**config.mk**
```make
export PLATFORM = sky130hd
export DESIGN_NAME = touch_gesture_classifier
export DESIGN_NICKNAME = d
export VERILOG_FILES = /design/src/design/tgc_pkg.sv /design/src/design/tgc_core.sv /design/src/design/tgc_out.sv /design/src/design/touch_gesture_classifier.sv
export SDC_FILE = /design/constraint.sdc
export NUM_CORES = 1
export LEC_CHECK = 0
export BUFFER_PORTS_ARGS = -buffer_cell sky130_fd_sc_hd__buf_4
export CAP_MARGIN = 20
export CELL_PAD_IN_SITES_DETAIL_PLACEMENT = 0
export CELL_PAD_IN_SITES_GLOBAL_PLACEMENT = 1
export CORE_UTILIZATION = 50
export CTS_BUF_LIST = sky130_fd_sc_hd__clkbuf_2 sky130_fd_sc_hd__clkbuf_4 sky130_fd_sc_hd__clkbuf_8
export DETAILED_ROUTE_END_ITERATION = 8
export HOLD_SLACK_MARGIN = 0.15
export PLACE_DENSITY_LB_ADDON = 0.15
export SETUP_SLACK_MARGIN = 0.15
export SLEW_MARGIN = 40
export SYNTH_ARGS = -nofsm -noshare
export SYNTH_HDL_FRONTEND = slang
export SYNTH_SLANG_ARGS = --single-unit
export TNS_END_PERCENT = 10
```
**constraint.sdc**
```tcl
create_clock -name clock -period 11.85 [get_ports clock]
set_clock_uncertainty 0.05 [all_clocks]
set_input_delay 1.7775 -clock clock [delete_from_list [all_inputs] [get_ports clock]]
set_output_delay 1.7775 -clock clock [all_outputs]
set_load 0.02 [all_outputs]
```
**src/design/tgc_pkg.sv**
```systemverilog
// shared types, codes and constants for the touch gesture classifier
package tgc_pkg;

   // field widths
   localparam int RawWidth   = 22;
   localparam int TimeWidth  = 32;
   localparam int MsWidth    = 16;
   localparam int CodeWidth  = 3;
   localparam int MaxEvents  = 3;
   localparam int CountWidth = 2;

   // request and response word widths
   localparam int ReqDataWidth = 104;
   localparam int RspDataWidth = 8;

   // configuration port
   localparam int CsrIndexWidth = 3;
   localparam int CsrDataWidth  = 22;

   localparam logic [CsrIndexWidth-1:0] RegUpThreshold     = 3'd0;
   localparam logic [CsrIndexWidth-1:0] RegDownThreshold   = 3'd1;
   localparam logic [CsrIndexWidth-1:0] RegCenterThreshold = 3'd2;
   localparam logic [CsrIndexWidth-1:0] RegLongPressMs     = 3'd3;
   localparam logic [CsrIndexWidth-1:0] RegDoubleTapMs     = 3'd4;

   // register reset values
   localparam logic [MsWidth-1:0] LongPressMsReset = 16'd3000;
   localparam logic [MsWidth-1:0] DoubleTapMsReset = 16'd400;

   // event codes
   localparam logic [CodeWidth-1:0] EvUp     = 3'd0;
   localparam logic [CodeWidth-1:0] EvDown   = 3'd1;
   localparam logic [CodeWidth-1:0] EvLong   = 3'd2;
   localparam logic [CodeWidth-1:0] EvDouble = 3'd3;
   localparam logic [CodeWidth-1:0] EvShort  = 3'd4;

   // configuration seen by the classifier
   typedef struct packed {
      logic [RawWidth-1:0] up_threshold;
      logic [RawWidth-1:0] down_threshold;
      logic [RawWidth-1:0] center_threshold;
      logic [MsWidth-1:0]  hold_ms;
      logic [MsWidth-1:0]  window_ms;
   } cfg_type;

   // events caused by one sample, in emission order
   typedef struct packed {
      logic [CountWidth-1:0]                count;
      logic [MaxEvents-1:0][CodeWidth-1:0]  code;
   } bundle_type;

endpackage

```
**src/design/tgc_core.sv**
```systemverilog
// gesture state and per-sample event classification
module tgc_core
   import tgc_pkg::*;
(
   input  logic                 clock,
   input  logic                 reset,
   input  cfg_type              cfg,
   input  logic                 advance,
   input  logic [RawWidth-1:0]  up_raw,
   input  logic [RawWidth-1:0]  center_raw,
   input  logic [RawWidth-1:0]  down_raw,
   input  logic [TimeWidth-1:0] now_ms,
   output bundle_type           bundle
);

   logic                 up_was_touched_ff,   up_was_touched_in;
   logic                 down_was_touched_ff, down_was_touched_in;
   logic                 center_held_ff,      center_held_in;
   logic                 long_fired_ff,       long_fired_in;
   logic [TimeWidth-1:0] press_start_ff,      press_start_in;
   logic [TimeWidth-1:0] release_ff,          release_in;

   logic                 vu, vd, cn;
   logic                 up_ev, down_ev, long_ev, dbl_ev, short_ev;
   logic                 start, lf, tap, rel_pend;
   logic [TimeWidth-1:0] hold_diff, rel_diff, rel_mid;
   logic [TimeWidth-1:0] long_lim, dtap_lim;

   // pad touch decisions
   assign vu = up_raw > cfg.up_threshold;
   assign vd = down_raw > cfg.down_threshold;
   assign cn = center_raw > cfg.center_threshold;

   assign long_lim = {{(TimeWidth-MsWidth){1'b0}}, cfg.hold_ms};
   assign dtap_lim = {{(TimeWidth-MsWidth){1'b0}}, cfg.window_ms};

   // volume edges
   assign up_ev   = vu & ~up_was_touched_ff;
   assign down_ev = vd & ~down_was_touched_ff;

   // press start and long hold
   assign start          = cn & ~center_held_ff;
   assign press_start_in = start ? now_ms : press_start_ff;
   assign lf             = start ? 1'b0 : long_fired_ff;
   assign hold_diff      = now_ms - press_start_in;
   assign long_ev        = cn & ~lf & (hold_diff >= long_lim);
   assign long_fired_in  = lf | long_ev;

   // release, double tap and short tap
   assign tap      = ~cn & center_held_ff & ~lf;
   assign rel_pend = release_ff != '0;
   assign rel_diff = now_ms - release_ff;
   assign dbl_ev   = tap & rel_pend & (rel_diff < dtap_lim);

   always_comb begin
      if (dbl_ev) begin
         rel_mid = '0;
      end else if (tap) begin
         rel_mid = now_ms;
      end else begin
         rel_mid = release_ff;
      end
   end

   // a fresh pending release has zero elapsed time
   assign short_ev = ~cn & ((~tap & rel_pend & (rel_diff >= dtap_lim)) |
                            (tap & ~dbl_ev & (now_ms != '0) & (dtap_lim == '0)));
   assign release_in = short_ev ? '0 : rel_mid;

   assign up_was_touched_in   = vu;
   assign down_was_touched_in = vd;
   assign center_held_in      = cn;

   // pack events in order: up, down, centre
   always_comb begin
      bundle.count = '0;
      bundle.code  = '0;
      if (up_ev) begin
         bundle.code[bundle.count] = EvUp;
         bundle.count              = bundle.count + 2'd1;
      end
      if (down_ev) begin
         bundle.code[bundle.count] = EvDown;
         bundle.count              = bundle.count + 2'd1;
      end
      if (long_ev) begin
         bundle.code[bundle.count] = EvLong;
         bundle.count              = bundle.count + 2'd1;
      end else if (dbl_ev) begin
         bundle.code[bundle.count] = EvDouble;
         bundle.count              = bundle.count + 2'd1;
      end else if (short_ev) begin
         bundle.code[bundle.count] = EvShort;
         bundle.count              = bundle.count + 2'd1;
      end
   end

   // state update when the sample leaves the input register
   always_ff @(posedge clock) begin
      if (reset) begin
         up_was_touched_ff   <= 1'b0;
         down_was_touched_ff <= 1'b0;
         center_held_ff      <= 1'b0;
         long_fired_ff       <= 1'b0;
         press_start_ff      <= '0;
         release_ff          <= '0;
      end else if (advance) begin
         up_was_touched_ff   <= up_was_touched_in;
         down_was_touched_ff <= down_was_touched_in;
         center_held_ff      <= center_held_in;
         long_fired_ff       <= long_fired_in;
         press_start_ff      <= press_start_in;
         release_ff          <= release_in;
      end
   end

endmodule

```
**src/design/tgc_out.sv**
```systemverilog
// result register that hands out a sample's events one word at a time
module tgc_out
   import tgc_pkg::*;
(
   input  logic                    clock,
   input  logic                    reset,
   input  logic                    load,
   input  bundle_type              bundle,
   output logic                    can_load,
   output logic                    rsp_tvalid,
   input  logic                    rsp_tready,
   output logic [RspDataWidth-1:0] rsp_tdata,
   output logic                    rsp_tlast
);

   logic                  valid_ff,  valid_in;
   bundle_type            bundle_ff, bundle_in;
   logic [CountWidth-1:0] idx_ff,    idx_in;
   logic                  last, take;

   assign last     = idx_ff == (bundle_ff.count - 2'd1);
   assign take     = valid_ff & rsp_tready;
   assign can_load = ~valid_ff | (take & last);

   assign rsp_tvalid = valid_ff;
   assign rsp_tlast  = last;
   assign rsp_tdata  = {{(RspDataWidth-CodeWidth){1'b0}}, bundle_ff.code[idx_ff]};

   // next bundle, word pointer and valid
   always_comb begin
      valid_in  = valid_ff;
      bundle_in = bundle_ff;
      idx_in    = idx_ff;
      if (load) begin
         valid_in  = 1'b1;
         bundle_in = bundle;
         idx_in    = '0;
      end else if (take) begin
         if (last) begin
            valid_in = 1'b0;
         end else begin
            idx_in = idx_ff + 2'd1;
         end
      end
   end

   always_ff @(posedge clock) begin
      if (reset) begin
         valid_ff <= 1'b0;
         idx_ff   <= '0;
      end else begin
         valid_ff <= valid_in;
         idx_ff   <= idx_in;
      end
   end

   always_ff @(posedge clock) begin
      bundle_ff <= bundle_in;
   end

endmodule

```
**src/design/touch_gesture_classifier.sv**
```systemverilog
// top level of the touch gesture classifier
//
// Takes one poll sample per req word: three raw pad readings and a
// millisecond timestamp. For each sample it returns zero to three rsp
// words, each carrying one event code, in the order volume up, volume
// down, then at most one centre event (long, double or short). rsp_tlast
// marks the final event of a sample; a sample that causes no event yields
// no rsp word at all.
// The first event of a sample passes the input register, then the result
// register, before it is offered on rsp; a stall of the result register
// can hold it in the input register in between.
// Takes one sample per cycle while samples cause at most one event and
// rsp_tready stays high; a sample with more events holds the result register
// until its last word is taken, as it hands out one word per cycle while rsp_tready is high.
// When the receiver stalls, the result register holds its word and the
// input register still takes one more sample before req_tready drops.
// Reset (synchronous, active high) clears the gesture state and both
// registers, sets the thresholds to zero, the long-press time to 3000 ms
// and the double-tap window to 400 ms. The csr port writes one register
// per cycle in which csr_we is high; write it only while the block is idle.
module touch_gesture_classifier
   import tgc_pkg::*;
(
   input  logic                     clock,
   input  logic                     reset,
   // csr write port
   input  logic                     csr_we,
   input  logic [CsrIndexWidth-1:0] csr_index,
   input  logic [CsrDataWidth-1:0]  csr_wdata,
   // sample input
   input  logic                     req_tvalid,
   output logic                     req_tready,
   input  logic [ReqDataWidth-1:0]  req_tdata,   // up_raw, center_raw, down_raw, now_ms
   // event output
   output logic                     rsp_tvalid,
   input  logic                     rsp_tready,
   output logic [RspDataWidth-1:0]  rsp_tdata,   // event_code
   output logic                     rsp_tlast    // last_event
);

   cfg_type              cfg_ff;
   logic                 inp_valid_ff, inp_valid_in;
   logic [RawWidth-1:0]  up_raw_ff, center_raw_ff, down_raw_ff;
   logic [TimeWidth-1:0] now_ff;
   logic                 can_load, advance, accept;
   bundle_type           bundle;

   // configuration registers
   always_ff @(posedge clock) begin
      if (reset) begin
         cfg_ff.up_threshold     <= '0;
         cfg_ff.down_threshold   <= '0;
         cfg_ff.center_threshold <= '0;
         cfg_ff.hold_ms          <= LongPressMsReset;
         cfg_ff.window_ms        <= DoubleTapMsReset;
      end else if (csr_we) begin
         case (csr_index)
            RegUpThreshold:     cfg_ff.up_threshold     <= csr_wdata;
            RegDownThreshold:   cfg_ff.down_threshold   <= csr_wdata;
            RegCenterThreshold: cfg_ff.center_threshold <= csr_wdata;
            RegLongPressMs:     cfg_ff.hold_ms          <= csr_wdata[MsWidth-1:0];
            RegDoubleTapMs:     cfg_ff.window_ms        <= csr_wdata[MsWidth-1:0];
            default: ;
         endcase
      end
   end

   // input register handshake
   assign advance      = inp_valid_ff & can_load;
   assign req_tready   = ~inp_valid_ff | can_load;
   assign accept       = req_tvalid & req_tready;
   assign inp_valid_in = accept | (inp_valid_ff & ~advance);

   always_ff @(posedge clock) begin
      if (reset) begin
         inp_valid_ff <= 1'b0;
      end else begin
         inp_valid_ff <= inp_valid_in;
      end
   end

   always_ff @(posedge clock) begin
      if (accept) begin
         up_raw_ff     <= req_tdata[21:0];
         center_raw_ff <= req_tdata[43:22];
         down_raw_ff   <= req_tdata[65:44];
         now_ff        <= req_tdata[97:66];
      end
   end

   tgc_core u_core (
      .clock      (clock),
      .reset      (reset),
      .cfg        (cfg_ff),
      .advance    (advance),
      .up_raw     (up_raw_ff),
      .center_raw (center_raw_ff),
      .down_raw   (down_raw_ff),
      .now_ms     (now_ff),
      .bundle     (bundle)
   );

   tgc_out u_out (
      .clock      (clock),
      .reset      (reset),
      .load       (advance & (bundle.count != '0)),
      .bundle     (bundle),
      .can_load   (can_load),
      .rsp_tvalid (rsp_tvalid),
      .rsp_tready (rsp_tready),
      .rsp_tdata  (rsp_tdata),
      .rsp_tlast  (rsp_tlast)
   );

endmodule
```
==> flow_summary.yaml, run 1 <==
yosys:
  ys_warn_count: 0
  ys.flop_type: "dfxtp_1"
  ys_types: 103
  ys_seq_area_share_pct: 38.6
  postSynth.asyncResetShare_pct: 0
  ys_ff_latch: 279
  synth_area_leader_cell: "dfxtp_1"
  avgSynthCellArea_um2: 8.59
  netlist_area_mm2: 0.0173
  synth_cells: 2013
  synth_edf_count: 109
  synth_top_area_share_pct: 19.7
  synth_area_leaders: "dfxtp_1, edfxtp_1, ha_1"
cts:
  postCtsResizedCells: 0
  h-tree-depth: 2
  cts_hold_buf: 0
  clockBufferDepth: 3
  clk_pin_slew_worst_paths_ns: 0.06
  clkLatencyLatePin_ns: 0.65
  clkSinkCount: 279
  cts_made_buffers: 49
  cts_tree: "built"
  postCtsSetupRepairBufs: 0
  root_buffer: "clkbuf_8"
power_and_ir_drop:
  switching_share_pct: 30.5
  net-switching-power_uw: 826
  clock_power_share_pct: 37.3
  p_leak_uw: 0.00774
  p_per_area_mw_per_mm2: 137
  ir_drop_uv: 102
  sequentialPowerShare_pct: 40.0
  share_comb_of_total_power_pct: 22.7
  power.total_uw: 2710
  p_int_uw: 1880
grt:
  grt_pass1_vias: 14100
  grt_first_pass_wirelength_um: 75600
  antenna_found_initial: 0
  grt_overflow: 0
  grt_usage_pct: 27.0
  grt_max_degree: 88
critical_path:
  max_stage_delay_ns: 0.56
  crit_type: "flip-flop to flip-flop"
  slowest_stage: "a2111oi_2"
  cp.required_ns: 12.05
  cp.arrival_ns: 8.83
  startpoint_type: "flip-flop"
  crit_fanout: 11
  crit_buf_inv: 0
  critPathCaptureType: "flip-flop"
  crit_family: "compound AO/OA/AOI/OAI gates"
floorplanning:
  rows: 67
  die_y_um: 188
  dieArea_mm2: 0.0353
  fp.coreArea_mm2: 0.0338
  die_x_um: 188
  initial_core_util_pct: 51.2
  io_pins: 145
detailed_routing:
  drc: 0
  drt-initial-drc-count: 1130
  drt-vias-per-instance: 5.71
  wirelength_um: 47800
  dr.pass1.iters: 6
  vias: 14900
  wl_per_cell_um: 18.3
  ant_nets: 0
hold_path:
  min_path_type: "flip-flop to flip-flop"
status:
  status: "completed"
timing:
  rsz0062_at_grt: "false"
  drv_slew: 0
  fin_crit_sh_pct: 72.8
  setup_tns_ns: 0
  setup_viol: 0
  max-slew-margin-rel_pct: 43.2
  worst_slew_pin_slew_ns: 0.852
  min_period_ns: 8.63
  hold_viol_final: 0
  fmax_mhz: 116
finish:
  antenna_cells: 0
  layout.nets: 2427
  area_growth_pct: 14.4
  drive_above_1_share_pct: 13.4
flow_run:
  cap_violations: 0
placement:
  gp_congestion: 0.951
  hpwl_um: 35600
  portBuffers: 133
-- cells by family after synthesis --
kind of cell	share of synthesized area (%)
AOI/OAI and AO/OA	20.1
xor gates and xnor gates	1.82
adders and majority gates	11.9
buffers and inverters	5.70
DFF	38.6
muxes	1.98
other	0.0217
and+or+nand+nor	19.8
-- cell usage after synthesis, types with 13 or more instances --
| cell type | number |
|---|---|
| o21a_1 | 21 |
| and3_1 | 15 |
| a21oi_1 | 223 |
| nand2_1 | 360 |
| nor4_1 | 26 |
| nand2b_1 | 21 |
| nand3_1 | 27 |
| a21o_1 | 40 |
| nor3_1 | 25 |
| a211oi_1 | 13 |
| a22oi_1 | 35 |
| mux2i_1 | 33 |
| nor2_1 | 106 |
| xnor2_1 | 19 |
| clkbuf_1 | 57 |
| edfxtp_1 | 109 |
| xor2_1 | 17 |
| ha_1 | 161 |
| buf_2 | 19 |
| inv_1 | 162 |
| o21ai_0 | 74 |
| dfxtp_1 | 170 |
| nand4_1 | 34 |
| nor2b_1 | 22 |
-- metrics by stage --
step	instance area, um2	instances	hold WS, ns	worst slack, ns	utilization, %
final	19800	2618	0.398	3.22	58.5
after global routing	19800	2618	0.411	2.59	58.5
after CTS	19800	2618	0.402	3.27	58.5
after detailed placement	18600	2527	0.393	3.31	55.2
after global placement	18600	2524	0.386	3.51	55.0
after floorplan	17300	2017	0.381	4.46	-
-- power groups by stage --
stage | sequential, uW | clock [uW] | combinational (uW)
final | 1080 | 1010 | 616
after CTS | 1080 | 1030 | 611
after global placement | 1100 | 0 | 596
after global routing | 1090 | 1070 | 684
after floorplan | 1090 | 0 | 436
after detailed placement | 1100 | 0 | 607
-- cell usage in the layout, fill, tap and decap left out, types with 27 or more instances in the layout --
cell type	instances
o21ai_0	74
nand3_1	27
nor2_1	104
clkbuf_8	58
a22oi_1	35
mux2i_1	33
nand2_1	359
a21oi_1	222
nand4_1	34
ha_1	161
buf_4	140
a21o_1	40
edfxtp_1	109
inv_1	162
dfxtp_1	170
-- final timing paths --
check                           startpoint                       end  slack, ns  cells past startpoint
setup / recovery          center_raw_ff[8]        u_out.bundle_ff[5]       3.22                     31
hold / removal    u_core.up_was_touched_ff  u_core.up_was_touched_ff       0.40                      2
setup reg to reg          center_raw_ff[8]        u_out.bundle_ff[5]       3.22                     31
hold reg to reg   u_core.up_was_touched_ff  u_core.up_was_touched_ff       0.40                      2
-- state kept, by name, indices dropped and copies added (netlist names) --
signal / flops
u_core.release_ff: 32
down_raw_ff: 22
u_out.idx_ff: 2
u_core.down_was_touched_ff: 1
u_out.rsp_tvalid: 1
u_core.center_held_ff: 1
u_core.press_start_ff: 32
center_raw_ff: 22
inp_valid_ff: 1
cfg_ff: 98
u_out.bundle_ff: 11
up_raw_ff: 22
now_ff: 32
u_core.long_fired_ff: 1
u_core.up_was_touched_ff: 1
-- layer usage --
layer / routed length [um] / track usage [%] / share of wire (%) / up-vias
met4: 1790 / 11.1 / 3.7 / 0
met5: 0 / 0 / 0 / -
met2: 21900 / 44.2 / 46 / 490
li1: - / - / - / 7421
met1: 21200 / 35.4 / 44 / 6924
met3: 2900 / 4.55 / 6.1 / 103
-- layout make-up --
type | count | area [um2]
Clock buffer | 75 | 926
Sequential cell | 279 | 6680
Inverter | 163 | 612
Multi-Input combinational cell | 1491 | 9670
Tap cell | 448 | 561
Clock inverter | 16 | 200
Timing Repair Buffer | 146 | 1120
Fill cell | 3078 | 14000
-- worst register-to-register path, delay by kind of cell (launching register included) --
family	cells	cell delay, ns
AO/OA/AOI/OAI	16	3.66
AND/OR/NAND/NOR	10	2.71
adder cells (fa/ha/maj)	4	1.28
flip-flops	1	0.39
XOR/XNOR	1	0.21
Power figures use the tool's default switching activity.
==> run 2, diff against run 1 <==
Settings changed: CORE_UTILIZATION 50 to 48.
Clock period 11.85 ns to 8.07 ns, I/O delays scaled along.
==> run 2 against run 1 <==
Net effect: first-iteration DRC count is 26% lower; critical path depth did not move; largest cell class unchanged; sequential share of layout area down 0.13 points; maximum frequency rose by 16%; total power is 46% higher; critical path type unchanged.
==> flow_summary.yaml, run 2 (synthesis gave the netlist of run 1 again) <==
status:
  status: "completed"
placement:
  hpwl_um: 35900
  gp_congestion: 0.911
  dp.cells: 2548
  portBuffers: 133
cts:
  clockBufferDepth: 3
  clkLatencyLatePin_ns: 0.64
  root_buffer: "clkbuf_8"
  h-tree-depth: 2
  cts_made_buffers: 50
  clk_pin_slew_worst_paths_ns: 0.06
  clkSinkCount: 279
  cts_tree: "built"
  cts_hold_buf: 0
power_and_ir_drop:
  clock_power_share_pct: 36.8
  share_comb_of_total_power_pct: 23.0
  p_int_uw: 2730
  p_leak_uw: 0.00777
  switching_share_pct: 30.8
  power.total_uw: 3950
  p_per_area_mw_per_mm2: 199
  ir_drop_uv: 167
  sequentialPowerShare_pct: 40.2
  net-switching-power_uw: 1220
floorplanning:
  die_x_um: 192
  die_y_um: 192
  fp.coreArea_mm2: 0.0355
  dieArea_mm2: 0.0368
  initial_core_util_pct: 48.7
  io_pins: 145
  rows: 69
detailed_routing:
  drt-vias-per-instance: 5.62
  wirelength_um: 47600
  wl_per_cell_um: 18.0
  dr_wl_met3_um: 2510
  dr.max_layer_used: "met4"
  dr.pass1.iters: 5
  ant_nets: 0
  vias: 14900
  dr_wl_met2_um: 22500
  drt-initial-drc-count: 834
  drc: 0
  wl_met1_um: 21200
timing:
  setup_viol: 0
  fmax_mhz: 135
  drv_slew: 0
  hold_viol_final: 0
  rsz0062_at_grt: "false"
  fin_crit_sh_pct: 92.0
  worst_slew_pin_slew_ns: 0.831
  max-slew-margin-rel_pct: 44.5
  setup_tns_ns: 0
  min_period_ns: 7.43
grt:
  grt_max_degree: 105
  antenna_found_initial: 0
  grt_overflow: 0
  grt_first_pass_wirelength_um: 74300
  grt_usage_pct: 25.9
  grt_pass1_vias: 14100
critical_path:
  max_stage_delay_ns: 0.42
  crit_fanout: 11
  slowest_stage: "or3_1"
  startpoint_type: "flip-flop"
  crit_type: "flip-flop to flip-flop"
  crit_path_start: "center_raw_ff[21]"
  critPathCaptureType: "flip-flop"
  timing.rr.start: "center_raw_ff[21]"
  cp.arrival_ns: 7.71
  cp.required_ns: 8.36
finish:
  layout.nets: 2439
  top_register: "cfg_ff"
  layout_commonest_cell: "nand2_1"
  antenna_cells: 0
  stdcell_count: 2644
  drive_above_1_share_pct: 13.9
  largest_register_ffs: 98
  area_growth_pct: 14.8
  final_cell_mix: "nand2_1, a21oi_1, dfxtp_1, inv_1, ha_1"
flow_run:
  cap_violations: 0
hold_path:
  min_path_type: "flip-flop to flip-flop"
  hold_start: "cfg_ff[44]"
[run 2: path summary, 6_finish.rpt]
| check | end | slack (ns) | cells after the start |
|---|---|---|---|
| max | u_out.bundle_ff[0] | 0.64 | 31 |
| min | cfg_ff[44] | 0.40 | 2 |
| max reg2reg | u_out.bundle_ff[0] | 0.64 | 31 |
| min reg2reg | cfg_ff[44] | 0.40 | 2 |
[run 2: timing repair]
action / in CTS / in global routing
buffers inserted: 0 / 3
gates resized for setup: 0 / 5
endpoints found under the setup margin: 0 / 11
[run 2: final cells by class]
type | count | area (um2)
clock buffers | 79 | 962
clock inverters | 14 | 141
fillers | 3294 | 15600
inverters | 163 | 612
well taps | 461 | 577
multi-input cells | 1491 | 9690
flip-flops and latches | 279 | 6680
repair buffers | 157 | 1190
[run 2: power by group through the flow]
stage | sequential [uW] | combinational (uW) | clock [uW]
3_3_place_gp | 1620 | 882 | 0
3_5_place_dp | 1620 | 896 | 0
5_1_grt | 1590 | 1010 | 1550
6_report | 1590 | 909 | 1450
4_1_cts | 1590 | 903 | 1490
2_1_floorplan | 1600 | 640 | 0
[run 2: routing by layer]
layer / track usage [%] / vias to the layer above
li1: - / 7442
met1: 32.7 / 6953
met2: 43.7 / 385
met3: 4.68 / 82
met4: 9.55 / 0
met5: 0 / -
[run 2: worst max-delay path, delay by kind of cell, from the launching register on]
family | cells | cell delay (ns)
xor gates and xnor gates | 1 | 0.23
AOI/OAI and AO/OA | 15 | 2.72
and+or+nand+nor | 9 | 2.17
buffers and inverters | 2 | 0.39
muxes | 1 | 0.24
adders and majority gates | 3 | 0.93
DFF | 1 | 0.37
[run 2: metrics by stage]
step / utilization (%) / instance area, um2 / setup WS, ns / hold WS (ns)
after floorplan: - / 17300 / 0.747 / 0.381
after global placement: 52.6 / 18700 / 0.683 / 0.387
after detailed placement: 52.7 / 18700 / 0.646 / 0.394
after CTS: 55.8 / 19800 / 0.582 / 0.402
after global routing: 55.9 / 19800 / 0.166 / 0.419
final: 55.9 / 19800 / 0.645 / 0.404
==> run 3, diff against run 2 <==
Settings changed: CORE_UTILIZATION 48 to 25, SLEW_MARGIN 40 to 20.
==> run 3 against run 2 <==
Net effect: sequential share of layout area shrank 1.2 points; via count is 0.17% lower; hold slack better by 0.0011 ns; clock-buffer cell count grew 10; total power grew 4.2%; sequential power about the same; critical endpoint is now u_out.bundle_ff[3]; worst setup slack better by 0.091 ns; highest routed layer is now met5; cell area rose by 3.8%; die area rose by 91%; final cell count up 16%.
==> flow_summary.yaml, run 3 (synthesis gave the netlist of run 1 again) <==
critical_path:
  max_stage_delay_ns: 0.43
  startpoint_type: "flip-flop"
  critPathCaptureType: "flip-flop"
  slowest_stage: "nor4_4"
  crit_fanout: 11
  cp.required_ns: 8.38
  crit_type: "flip-flop to flip-flop"
  ff2ff_path_depth: 31
  cp.arrival_ns: 7.65
  path_common_cell: "ha_1"
floorplanning:
  io_pins: 145
  die_y_um: 265
  fp.coreArea_mm2: 0.0685
  rows: 96
  initial_core_util_pct: 25.2
  dieArea_mm2: 0.0702
  die_x_um: 265
timing:
  setup_viol: 0
  setup_tns_ns: 0
  max-slew-margin-rel_pct: 32.7
  fin_crit_sh_pct: 90.9
  worst_slew_pin_slew_ns: 1.01
  whs_ns: 0.405
  fmax_mhz: 136
  rsz0062_at_grt: "false"
  hold_viol_final: 0
  min_period_ns: 7.33
  drv_slew: 0
status:
  status: "completed"
placement:
  portBuffers: 133
  placed_cell_area_mm2: 0.0193
  gp_congestion: 0.836
  hpwl_um: 42500
grt:
  grt_first_pass_wirelength_um: 86500
  grt_pass1_vias: 14700
  grt_overflow: 0
  grt_max_degree: 78
  antenna_found_initial: 5
  grt_usage_pct: 15.9
cts:
  h-tree-depth: 2
  cts_tree: "built"
  cts_made_buffers: 55
  root_buffer: "clkbuf_8"
  clkSinkCount: 279
  clkLatencyLatePin_ns: 0.68
  clockBufferDepth: 3
  clk_pin_slew_worst_paths_ns: 0.06
power_and_ir_drop:
  p_per_area_mw_per_mm2: 200
  ir_drop_uv: 139
  p_leak_uw: 0.00788
finish:
  layout.nets: 2451
  fin_area_mm2: 0.0206
  drive_above_1_share_pct: 14.6
  final_cell_mix: "nand2_1, a21oi_1, dfxtp_1, inv_1"
  nFillCells: 7297
  area_growth_pct: 19.1
  top_register: "cfg_ff"
  layout_commonest_cell: "nand2_1"
  largest_register_ffs: 98
detailed_routing:
  dr.pass1.iters: 7
  drt-initial-drc-count: 820
  vias: 14800
  wl_per_cell_um: 18.4
  wirelength_um: 56600
  ant_nets: 0
  drt-vias-per-instance: 4.82
  drc: 0
hold_path:
  min_path_type: "flip-flop to flip-flop"
  whs_path_depth: 2
flow_run:
  cap_violations: 0
[run 3: changes by cell type in the layout (fill, tap and decap cells not counted), moves of 3 or more]
cell,before,now
clkbuf_8,59,63
o21ai_0,74,71
o21ai_1,9,12
buf_4,155,161
clkbuf_4,20,26
[run 3: critical path, delay by kind of cell (launching register included)]
family | cells | cell delay, ns
AO/OA/AOI/OAI | 15 | 2.77
buffers and inverters | 2 | 0.35
AND/OR/NAND/NOR | 9 | 2.14
adder cells (fa/ha/maj) | 3 | 0.89
XOR/XNOR | 1 | 0.22
flip-flops | 1 | 0.38
multiplexers | 1 | 0.23
[run 3: stage by stage]
step                      worst slack, ns  instances  utilization (%)  total power [uW]
after floorplan                     0.747       2017                -              2240
after global placement              0.559       2969             28.1              2550
after detailed placement            0.469       2970             28.2              2560
after CTS                           0.376       3070             29.9              4180
after global routing                0.177       3079             30.1              4350
final                               0.736       3080             30.1              4110
[run 3: cell type report]
class,instances,area (um2),area share (%)
clock buffers,89,1060,5.16
clock inverters,11,134,0.650
well taps,882,1100,5.36
flip-flops and latches,279,6680,32.4
diodes,1,2.50,0.0121
repair buffers,164,1280,6.20
multi-input cells,1491,9730,47.2
inverters,163,612,2.97
[run 3: layer usage]
metal  global-route usage (%)  part of all wire (%)
met5                        0                 0.099
met3                     2.87                   4.9
met1                     21.6                    48
met4                     4.67                   2.5
met2                     25.7                    45
[run 3: path summary, 6_finish.rpt]
kind	start	endpoint	slack, ns
setup / recovery	center_raw_ff[9]	u_out.bundle_ff[3]	0.74
hold reg to reg	cfg_ff[96]	cfg_ff[96]	0.40
setup reg to reg	center_raw_ff[9]	u_out.bundle_ff[3]	0.74
hold / removal	cfg_ff[96]	cfg_ff[96]	0.40
[run 3: where the power goes]
group	switching, uW	internal, uW
clock	674	899
combinational	571	380
sequential	52.2	1540
[run 3: repair_timing]
item,CTS,global route
hold buffers,0,0
resized for setup,0,11
setup buffers,0,9
setup endpoints to repair,0,19
